### src/sv/oaht_pkg.sv
// shared types and constants for the open addressing hash table
`default_nettype none
package oaht_pkg;

  localparam int MAX_CAPACITY_BITS = 10;
  localparam int MAX_PROBES        = 32;

  localparam int KEY_W   = 64;
  localparam int VAL_W   = 64;
  localparam int CAP_W   = 4;
  localparam int SLOT_W  = MAX_CAPACITY_BITS;
  localparam int COUNT_W = SLOT_W + 1;
  localparam int EFF_W   = $clog2(MAX_CAPACITY_BITS + 1);
  localparam int PROBE_W = $clog2(MAX_PROBES + 1);
  localparam int CFG_IDX_W = 1;

  typedef enum logic [1:0] {
    REQ_ADD    = 2'd0,
    REQ_FIND   = 2'd1,
    REQ_REMOVE = 2'd2
  } req_type_e;

  typedef enum logic [1:0] {
    ST_OK          = 2'd0,
    ST_NOT_FOUND   = 2'd1,
    ST_FULL        = 2'd2,
    ST_PROBE_LIMIT = 2'd3
  } status_e;

  typedef enum logic [CFG_IDX_W-1:0] {
    CFG_CAPACITY_BITS = 1'b0,
    CFG_TOMB_VALUE    = 1'b1
  } cfg_idx_e;

  typedef struct packed {
    logic [1:0]       req_type;
    logic [KEY_W-1:0] key;
    logic [VAL_W-1:0] value;
  } req_t;

  typedef struct packed {
    logic [1:0]         status;
    logic               found;
    logic [VAL_W-1:0]   value_out;
    logic [SLOT_W-1:0]  slot_index;
    logic [COUNT_W-1:0] live_entries;
  } rsp_t;

  typedef struct packed {
    logic [SLOT_W-1:0] raddr;
    logic [SLOT_W-1:0] waddr;
    logic              key_we;
    logic [KEY_W-1:0]  key_wdata;
    logic              val_we;
    logic [VAL_W-1:0]  val_wdata;
  } mem_ctl_t;

endpackage
`default_nettype wire

### src/sv/oaht_ctrl.sv
// probe sequencer: clearing pass, quadratic probe walk and table update
`default_nettype none
module oaht_ctrl import oaht_pkg::*; (
  input  wire logic               clk_i,
  input  wire logic               rst_ni,
  input  wire logic               in_valid_i,
  output logic                    in_ready_o,
  input  wire req_t               in_req_i,
  input  wire logic [CAP_W-1:0]   cap_i,
  input  wire logic [VAL_W-1:0]   tomb_i,
  input  wire logic               out_free_i,
  output logic                    res_valid_o,
  output rsp_t                    res_o,
  output mem_ctl_t                mem_o,
  input  wire logic [KEY_W-1:0]   key_rdata_i,
  input  wire logic [VAL_W-1:0]   val_rdata_i
);

  typedef enum logic [3:0] {
    S_CLEAR = 4'b0001,
    S_IDLE  = 4'b0010,
    S_PROBE = 4'b0100,
    S_DONE  = 4'b1000
  } state_e;

  state_e             state_q, state_d;
  logic [SLOT_W-1:0]  clr_q, clr_d;
  req_t               req_q, req_d;
  logic [SLOT_W-1:0]  slot_q, slot_d;
  logic [SLOT_W-1:0]  sq_q, sq_d;
  logic [PROBE_W-1:0] n_q, n_d;
  logic [COUNT_W-1:0] used_q, used_d;
  logic [COUNT_W-1:0] live_q, live_d;
  rsp_t               rsp_q, rsp_d;

  logic [EFF_W-1:0]   eff_bits;
  logic [SLOT_W-1:0]  mask;
  logic [COUNT_W-1:0] half_cap;
  logic [SLOT_W-1:0]  home_slot;
  logic [SLOT_W-1:0]  next_slot;
  logic               empty, hit, tomb;
  logic               is_add, is_lookup;

  always_comb begin
    if (cap_i == '0) begin
      eff_bits = EFF_W'(1);
    end else if (int'(cap_i) > MAX_CAPACITY_BITS) begin
      eff_bits = EFF_W'(MAX_CAPACITY_BITS);
    end else begin
      eff_bits = EFF_W'(cap_i);
    end
  end

  assign mask      = ~({SLOT_W{1'b1}} << eff_bits);
  assign half_cap  = {{(COUNT_W-1){1'b0}}, 1'b1} << (eff_bits - EFF_W'(1));
  assign home_slot = in_req_i.key[SLOT_W-1:0] & mask;
  assign next_slot = (slot_q + sq_q) & mask;

  assign empty = (key_rdata_i == '0);
  assign hit   = (key_rdata_i == req_q.key);
  assign tomb  = (val_rdata_i == tomb_i);

  assign is_add    = (in_req_i.req_type == REQ_ADD);
  assign is_lookup = (in_req_i.req_type == REQ_FIND) || (in_req_i.req_type == REQ_REMOVE);

  always_comb begin
    state_d     = state_q;
    clr_d       = clr_q;
    req_d       = req_q;
    slot_d      = slot_q;
    sq_d        = sq_q;
    n_d         = n_q;
    used_d      = used_q;
    live_d      = live_q;
    rsp_d       = rsp_q;
    in_ready_o  = 1'b0;
    res_valid_o = 1'b0;
    mem_o.raddr     = slot_q;
    mem_o.waddr     = slot_q;
    mem_o.key_we    = 1'b0;
    mem_o.key_wdata = req_q.key;
    mem_o.val_we    = 1'b0;
    mem_o.val_wdata = req_q.value;

    unique case (state_q)
      S_CLEAR: begin
        mem_o.waddr     = clr_q;
        mem_o.key_we    = 1'b1;
        mem_o.key_wdata = '0;
        clr_d           = clr_q + SLOT_W'(1);
        if (&clr_q) begin
          state_d = S_IDLE;
        end
      end
      S_IDLE: begin
        in_ready_o  = 1'b1;
        mem_o.raddr = home_slot;
        if (in_valid_i) begin
          req_d  = in_req_i;
          slot_d = home_slot;
          n_d    = PROBE_W'(1);
          sq_d   = SLOT_W'(1);
          rsp_d  = '0;
          rsp_d.status = ST_NOT_FOUND;
          if (in_req_i.key == '0 || !(is_add || is_lookup)) begin
            state_d = S_DONE;
          end else if (is_add && used_q >= half_cap) begin
            rsp_d.status = ST_FULL;
            state_d      = S_DONE;
          end else begin
            state_d = S_PROBE;
          end
        end
      end
      S_PROBE: begin
        mem_o.raddr = next_slot;
        if (req_q.req_type == REQ_ADD && (empty || (hit && tomb))) begin
          mem_o.key_we      = 1'b1;
          mem_o.val_we      = 1'b1;
          used_d            = used_q + COUNT_W'(1);
          live_d            = live_q + COUNT_W'(1);
          rsp_d.status      = ST_OK;
          rsp_d.slot_index  = slot_q;
          state_d           = S_DONE;
        end else if (req_q.req_type != REQ_ADD && (empty || (hit && tomb))) begin
          rsp_d.status = ST_NOT_FOUND;
          state_d      = S_DONE;
        end else if (req_q.req_type != REQ_ADD && hit) begin
          rsp_d.status     = ST_OK;
          rsp_d.found      = 1'b1;
          rsp_d.value_out  = val_rdata_i;
          rsp_d.slot_index = slot_q;
          if (req_q.req_type == REQ_REMOVE) begin
            mem_o.val_we    = 1'b1;
            mem_o.val_wdata = tomb_i;
            if (live_q != '0) begin
              live_d = live_q - COUNT_W'(1);
            end
          end
          state_d = S_DONE;
        end else if (n_q == PROBE_W'(MAX_PROBES)) begin
          rsp_d.status = ST_PROBE_LIMIT;
          state_d      = S_DONE;
        end else begin
          slot_d = next_slot;
          n_d    = n_q + PROBE_W'(1);
          sq_d   = sq_q + SLOT_W'({n_q, 1'b1});
        end
      end
      S_DONE: begin
        res_valid_o = out_free_i;
        if (out_free_i) begin
          state_d = S_IDLE;
        end
      end
      default: begin
        state_d = S_CLEAR;
      end
    endcase
  end

  always_comb begin
    res_o              = rsp_q;
    res_o.live_entries = live_q;
  end

  always_ff @(posedge clk_i or negedge rst_ni) begin
    if (!rst_ni) begin
      state_q <= S_CLEAR;
      clr_q   <= '0;
      used_q  <= '0;
      live_q  <= '0;
    end else begin
      state_q <= state_d;
      clr_q   <= clr_d;
      used_q  <= used_d;
      live_q  <= live_d;
    end
  end

  always_ff @(posedge clk_i) begin
    req_q  <= req_d;
    slot_q <= slot_d;
    sq_q   <= sq_d;
    n_q    <= n_d;
    rsp_q  <= rsp_d;
  end

endmodule
`default_nettype wire

### config.mk
export PLATFORM = sky130hd
export DESIGN_NAME = oaht_ctrl
export DESIGN_NICKNAME = d
export VERILOG_FILES = /design/src/sv/oaht_pkg.sv /design/src/sv/oaht_ctrl.sv
export SDC_FILE = /design/constraint.sdc
export NUM_CORES = 1
export LEC_CHECK = 0
export BUFFER_PORTS_ARGS = -buffer_cell sky130_fd_sc_hd__buf_2
export CAP_MARGIN = 0
export CORE_AREA = 2 2 224 226
export DETAILED_ROUTE_END_ITERATION = 12
export DIE_AREA = 0 0 226 228
export GPL_TIMING_DRIVEN = 0
export PLACE_DENSITY = 0.55
export SKIP_CTS_REPAIR_TIMING = 1
export SYNTH_ARGS = -nofsm -noshare
export SYNTH_HDL_FRONTEND = slang
export SYNTH_SLANG_ARGS = --single-unit
export TNS_END_PERCENT = 50
### constraint.sdc
create_clock -name clk_i -period 13.75 [get_ports clk_i]
set_clock_uncertainty 0.1 [all_clocks]
set_input_delay 4.125 -clock clk_i [delete_from_list [all_inputs] [get_ports clk_i]]
set_output_delay 4.125 -clock clk_i [all_outputs]
set_load 0.02 [all_outputs]
* Word level (Yosys, flattened, before mapping)
Cells that the tools add are included.
** Operators by class
- Equal/unequal tests :: 22
- Reductions and logical operators :: 30
- Muxes and demuxes :: 60
- Bitwise gates (word level) :: 3
- Shifts and indexed selects :: 2
- Order comparisons :: 2
- Add/sub/neg operators :: 8
** Operator list (count)
- 2-to-1 mux 65 bit :: 5
- one-hot mux 77 bit (2 select lines) :: 1
- 2-to-1 mux 75 bit :: 2
- equality test 64 bit :: 2
- logical NOT 64 bit :: 2
- 2-to-1 mux 64 bit :: 2
- 2-to-1 mux 10 bit :: 12
- 2-to-1 mux 88 bit :: 1
- one-hot mux 10 bit (2 select lines) :: 3
- 2-to-1 mux 11 bit :: 5
- 2-to-1 mux 4 bit :: 11
- 2-to-1 mux 6 bit :: 5
- adder 11 x 1 -> 11 bit, second input constant :: 2
- AND 10 bit :: 2
- != test 2 bit, second input constant :: 9
- one-hot mux 4 bit (4 select lines) :: 1
- 2-to-1 mux 2 bit :: 6
- one-hot mux 6 bit (2 select lines) :: 1
- >= comparator 11 bit :: 1
- nonzero test 11 bit :: 1
- << shifter 1 x 4 -> 11 bit, first input constant :: 1
- subtractor 11 x 1 -> 11 bit, second input constant :: 1
- adder 10 x 1 -> 10 bit, second input constant :: 1
- adder 10 bit :: 1
- other kinds (29) :: 49
** Storage, ports and cells
- Logic and storage cells :: 141
- Register bits :: 269
- Input bits :: 330

* Depth between registers and ports, before layout
Gate-level depths: netlist of run 1.
- Word-level depth :: 11
- Gate-level depth with buffers :: 16

* Worst setup path after synthesis of run 1
OpenSTA, ideal clock, no wires.
- Path type :: input-to-output
- Start :: input val_rdata_i[21]
- End :: output mem_o[64] (netlist bit)
- Cell stages on the path :: 7
- Arrival time :: 6.281 ns
- Setup slack :: 3.244 ns
- Cells stage by stage :: xor2_1 -> nor4_1 -> nand4_1 -> nor4_4 -> a21oi_2 -> or3_1 -> o21ai_0
** RTL lines
- from (decl) :: line oaht_ctrl.sv:16 : input wire logic [VAL_W-1:0] val_rdata_i
- to (decl) :: line oaht_ctrl.sv:14 : output mem_ctl_t mem_o,

==> results.toml, run 1 <==
[timing]
finalHoldViolations = 0
slew_headroom = 0.163
max_freq_ghz = 0.0849
setup_viol = 0
slew_viol_final = 0
period_share = 0.857
period_needed_ns = 11.78
tightest_slew_ns = 1.25
rsz0062_at_grt = "no"

[drt]
vias = 12000
first_iter_violations = 776
drc = 0
routed_wl_mm = 61.7
drtAntennaViolNets = 0
drtPass1Iterations = 5
via_per_inst = 4.87
wl_per_cell_um = 25.0

[worst_setup_path]
timing.rr.start = "req_q[125]"
cp-end-kind = "output port"
ff2ff_path_depth = 14
cp_max_fo = 10
r2r_setup_slack_ns = 8.78
r2r-end = "live_q[9]"
worstPathRequired_ns = 9.52
path_class = "in -> out"
cp.arrival_ns = 7.55
cp-start-kind = "input pin"

[global_route]
grt_max_degree = 68
grt.total_usage = 0.231
antenna_found_initial = 31
overflow = 0
grt_pass1_wl_mm = 84.4
grt_pass1_vias = 12000

[cts]
clkSinkCount = 269
clk_path_buf_depth = 3
cts_tree = "built"
numCtsBuffers = 35
insertion_delay_ns = 0.53
h-tree-depth = 2
clkTransAtPathRegs_ns = 0.06
root_buffer = "clkbuf_16"

[synthesis]
ys_ff_latch = 269
synthTopCellsByArea = "edfxtp_1, mux2_2, dfrtp_1"
syn-instance-count = 1145
ys_top_cells_by_count = "edfxtp_1, xnor2_1, xor2_1"
synthFlopType = "edfxtp_1"
yosysUniqueCellTypes = 60
synthXorXnorAreaFrac = 0.108
synth_edf_count = 233
ys.warnings.count = 0
syn_avg_cell_area_sq_um = 12.5
yosysTopAreaCellShare = 0.491
syn_nets = 1519
synthArstFlopShare = 0.134
synth_area_sq_um = 14300
yosys.area_share.adder = 0.0402
synth-compound-area-share = 0.0462
synthSimpleGateAreaFrac = 0.165
synth_top_family_by_area = "simple AND/OR/NAND/NOR gates"
synth.most_common_cell = "edfxtp_1"
synth.largest_area_cell = "edfxtp_1"
ys_seq_area_frac = 0.554
muxShareOfSynthArea = 0.0663

[layout]
seqCellArea_sq_um = 7900
utilization = 0.390
nFillCells = 4859
multi_input_area_sq_um = 6080
nNetsFinal = 2127
syn2layout_area_growth_pct = 35.0
drive_gt1_frac = 0.407

[outcome]
outcome = "finished, final reports clean"

[hold_path]
min_from = "clr_q[6]"
whs_path_depth = 1
holdPathEnd = "clr_q[6]"
hold_path.class = "reg -> reg"

[floorplan]
dieArea_sq_um = 51500
coreArea_sq_um = 49300
start_util = 0.289
rows = 82
die_x_um = 226
io_pins = 570
die-height_um = 228

[pwr]
design_power_total_uw = 2720
peakVddDrop_uv = 111
power_density_nw_per_um2 = 142
p_leak_uw = 0.00801

[flow_run]
cap_viol_max_count = 0

[placement]
hpwl_mm = 49.9
io_buffers = 567
gp_congestion = 0.941
[worst max-delay path by stage]
stage / slack (ns) / cells past startpoint / to / start
after global placement: -0.73 / 7 / res_o[35] / key_rdata_i[61]
final: 1.97 / 9 / mem_o[42] / key_rdata_i[61]
after CTS: 1.85 / 9 / mem_o[31] / key_rdata_i[61]
after global routing: 1.72 / 9 / mem_o[61] / key_rdata_i[61]
after detailed placement: 1.88 / 9 / mem_o[42] / key_rdata_i[61]
after floorplan: 3.24 / 7 / mem_o[64] / val_rdata_i[21]
[cells by family (layout without fill, tap and decap cells)]
family | Yosys count | count (layout)
adder cells (fa/ha/maj) | 44 | 44
XOR/XNOR | 175 | 175
AO/OA/AOI/OAI | 105 | 105
multiplexers | 84 | 84
AND/OR/NAND/NOR | 402 | 402
buffers and inverters | 65 | 699
other | 1 | 17
flip-flops | 269 | 269
[worst max-delay path, stage by stage]
cell and delay, ns:
buf_2 0.13, xnor2_1 0.32, nand4_1 0.21, nor4_1 0.54, nand4_1 0.30, nor4_4 1.04, buf_6 0.30, mux2_2 0.36
buf_2 0.20
[metrics by stage]
| stage | area, sq um | std cells | setup TNS (ns) | setup slack [ns] | hold slack [ns] |
|---|---|---|---|---|---|
| final | 19200 | 2467 | 0 | 1.97 | 0.392 |
| after global routing | 19200 | 2461 | 0 | 1.72 | 0.412 |
| after CTS | 19200 | 2451 | 0 | 1.85 | 0.395 |
| after detailed placement | 18000 | 2388 | 0 | 1.88 | 0.382 |
| after global placement | 17900 | 2384 | -47.11 | -0.732 | 0.373 |
| after floorplan | 14300 | 1145 | 0 | 3.24 | 0.348 |
[report_power, final]
| part | total, uW | switching, uW | internal [uW] |
|---|---|---|---|
| Combinational | 775 | 521 | 253 |
| Clock | 951 | 369 | 582 |
| Sequential | 999 | 36.3 | 963 |
| Total | 2720 | 927 | 1800 |
[cell type report]
| cell class | count | area share |
|---|---|---|
| sequential | 269 | 0.410 |
| multi-input combinational | 811 | 0.316 |
| timing repair buffer | 571 | 0.152 |
| clock buffer | 48 | 0.0518 |
| tap | 672 | 0.0437 |
| buffer | 39 | 0.0101 |
| clock inverter | 15 | 0.00891 |
| inverter | 26 | 0.00540 |
| antenna | 16 | 0.00208 |
[flip-flops by register name, indices dropped and copies added, names as in the netlist]
name and cells:
req_q 130, res_o 77, live_q 11, used_q 11, clr_q 10, slot_q 10, sq_q 10, n_q 6
state_q 4
[per-layer routing]
metal  GRT usage  wire [um]  vias to the layer above
li1            -          -                     5432
met1       0.277      24500                     5949
met2       0.402      30900                      517
met3      0.0538       4580                       97
met4      0.0780       1650                        8
met5           0         44                        -
[cells in the final DEF, fill, tap and decap left out, drive strengths merged, types with 5 or more instances in the layout]
| cell | instances |
|---|---|
| or3 | 9 |
| nor3 | 16 |
| inv | 25 |
| buf | 581 |
| clkbuf | 77 |
| a21o | 6 |
| edfxtp | 233 |
| a21boi | 5 |
| a21oi | 32 |
| mux2 | 83 |
| nand2 | 55 |
| nor4 | 63 |
| nor2b | 72 |
| nand4 | 35 |
| ha | 41 |
| diode | 16 |
| and2 | 76 |
| a22oi | 6 |
| nor2 | 34 |
| clkinv | 11 |
| o21ai | 31 |
| xor2 | 80 |
| nand3 | 15 |
| nand2b | 8 |
| dfrtp | 35 |
| xnor2 | 95 |
(Power assumes the default switching activity.)
==> inputs of run 2 (changes only) <==
--- a/config.mk
+++ b/config.mk
@@ -11,7 +11,8 @@
 export DETAILED_ROUTE_END_ITERATION = 12
 export DIE_AREA = 0 0 226 228
 export GPL_TIMING_DRIVEN = 0
-export PLACE_DENSITY = 0.55
+export PLACE_DENSITY = 0.61
+export REMOVE_ABC_BUFFERS = 1
 export SKIP_CTS_REPAIR_TIMING = 1
 export SYNTH_ARGS = -nofsm -noshare
 export SYNTH_HDL_FRONTEND = slang
==> run 2 against run 1 <==
  * Combinational power decreased by 3.6%
  * Critical endpoint is now mem_o[44]
  * Maximum frequency down 0.66%
  * Count of clock-buffer cells in the layout decreased by 5
  * Largest cell class unchanged
  * Global-route usage is 2.5 points lower
==> results.toml, run 2 (synthesis results as in run 1) <==
[layout]
layout.cells.most_common = "buf_2"
nFillCells = 4870
drive_gt1_frac = 0.415
syn2layout_area_growth_pct = 33.5
largest_register_ffs = 130
layout.cells.non_filler = 2431
final_cell_mix = "buf_2, edfxtp_1, xnor2_1"
nNetsFinal = 2099
max_flop_register = "req_q"

[timing]
rsz0062_at_grt = "no"
max_freq_ghz = 0.0843
timing.hold.ws_ns = 0.386
finalHoldViolations = 0
tightest_slew_ns = 1.41
slew_headroom = 0.0630
slew_viol_final = 0
period_needed_ns = 11.86
setup_viol = 0
period_share = 0.862

[worst_setup_path]
critPathTopFamily = "simple AND/OR/NAND/NOR gates"
cp_max_fo = 16
cp-end-kind = "output port"
cp_slowest_stage_delay_ns = 0.54
cp.arrival_ns = 7.63
crit_path_top_delay_cell = "nor4_1"
path_cells = "buf_2, xnor2_1, nand4_1, nor4_1, nand4_1, nor4_4, buf_8, buf_6, buf_6, buf_6, mux2_2, buf_2"
path_buf_inv = 6
cp-start-kind = "input pin"
worstPathRequired_ns = 9.52
cp_common_cell = "buf_6"
path_class = "in -> out"

[drt]
drc = 0
routed_wl_mm = 55.8
wl_per_cell_um = 23.0
first_iter_violations = 800
drtAntennaViolNets = 0
vias = 11800
drtPass1Iterations = 5
via_per_inst = 4.84

[pwr]
p_leak_uw = 0.00792
peakVddDrop_uv = 110
power_density_nw_per_um2 = 137

[placement]
io_buffers = 569
gp_congestion = 0.943
hpwl_mm = 45.1
place_inst = 2361

[global_route]
grt.total_usage = 0.206
grt_max_degree = 101
antenna_found_initial = 16
overflow = 0
grt_pass1_vias = 11500
grt_pass1_wl_mm = 77.0

[floorplan]
start_util = 0.289
io_pins = 570
coreArea_sq_um = 49300
rows = 82
die-height_um = 228
dieArea_sq_um = 51500
die_x_um = 226

[outcome]
outcome = "finished, final reports clean"

[cts]
insertion_delay_ns = 0.53
numCtsBuffers = 34
h-tree-depth = 2
clkSinkCount = 269
clk_path_buf_depth = 3
clkTransAtPathRegs_ns = 0.05
cts_tree = "built"
root_buffer = "clkbuf_16"

[hold_path]
hold_path.class = "reg -> reg"

[flow_run]
cap_viol_max_count = 0
==> run 2: area by class of cell <==
| class | count | area [sq um] | area share |
|---|---|---|---|
| inverters | 26 | 104 | 0.00546 |
| repair buffers | 583 | 3040 | 0.160 |
| clock inverters | 17 | 115 | 0.00605 |
| clock buffers | 43 | 916 | 0.0481 |
| flip-flops and latches | 269 | 7900 | 0.415 |
| diodes | 10 | 25.0 | 0.00131 |
| multi-input cells | 811 | 6090 | 0.320 |
| well taps | 672 | 841 | 0.0442 |
==> run 2: final timing paths <==
kind                                  from         end  slack (ns)  cells past startpoint
max                        key_rdata_i[51]   mem_o[44]        1.89                     12
min                             used_q[10]  used_q[10]        0.39                      1
max reg2reg                     req_q[115]   live_q[9]        8.59                     14
min reg2reg                     used_q[10]  used_q[10]        0.39                      1
max in group asynchronous           rst_ni   live_q[4]        9.37                      1
min in group asynchronous           rst_ni    clr_q[5]        3.61                      1
==> run 2: power breakdown <==
| group | total, uW | internal [uW] | switching (uW) | leakage, uW |
|---|---|---|---|---|
| clock | 855 | 491 | 364 | 0.000503 |
| combinational | 747 | 263 | 484 | 0.00478 |
| sequential | 1010 | 963 | 44.1 | 0.00264 |
==> run 2: metrics by stage <==
stage	instance area (sq um)	setup slack (ns)	setup TNS [ns]	utilization	power (uW)
after floorplan	14100	1.98	0	-	1430
after global placement	17800	-0.848	-83.16	0.360	1770
after detailed placement	18000	1.95	0	0.364	1770
after CTS	19000	1.96	0	0.385	2640
after global routing	19000	1.76	0	0.386	2720
final	19000	1.89	0	0.386	2610
==> run 2: metal layers <==
layer | global-route usage | wire length [um]
met5 | 0 | 52
met4 | 0.0733 | 1620
met3 | 0.0497 | 4120
met2 | 0.349 | 27200
met1 | 0.254 | 22900
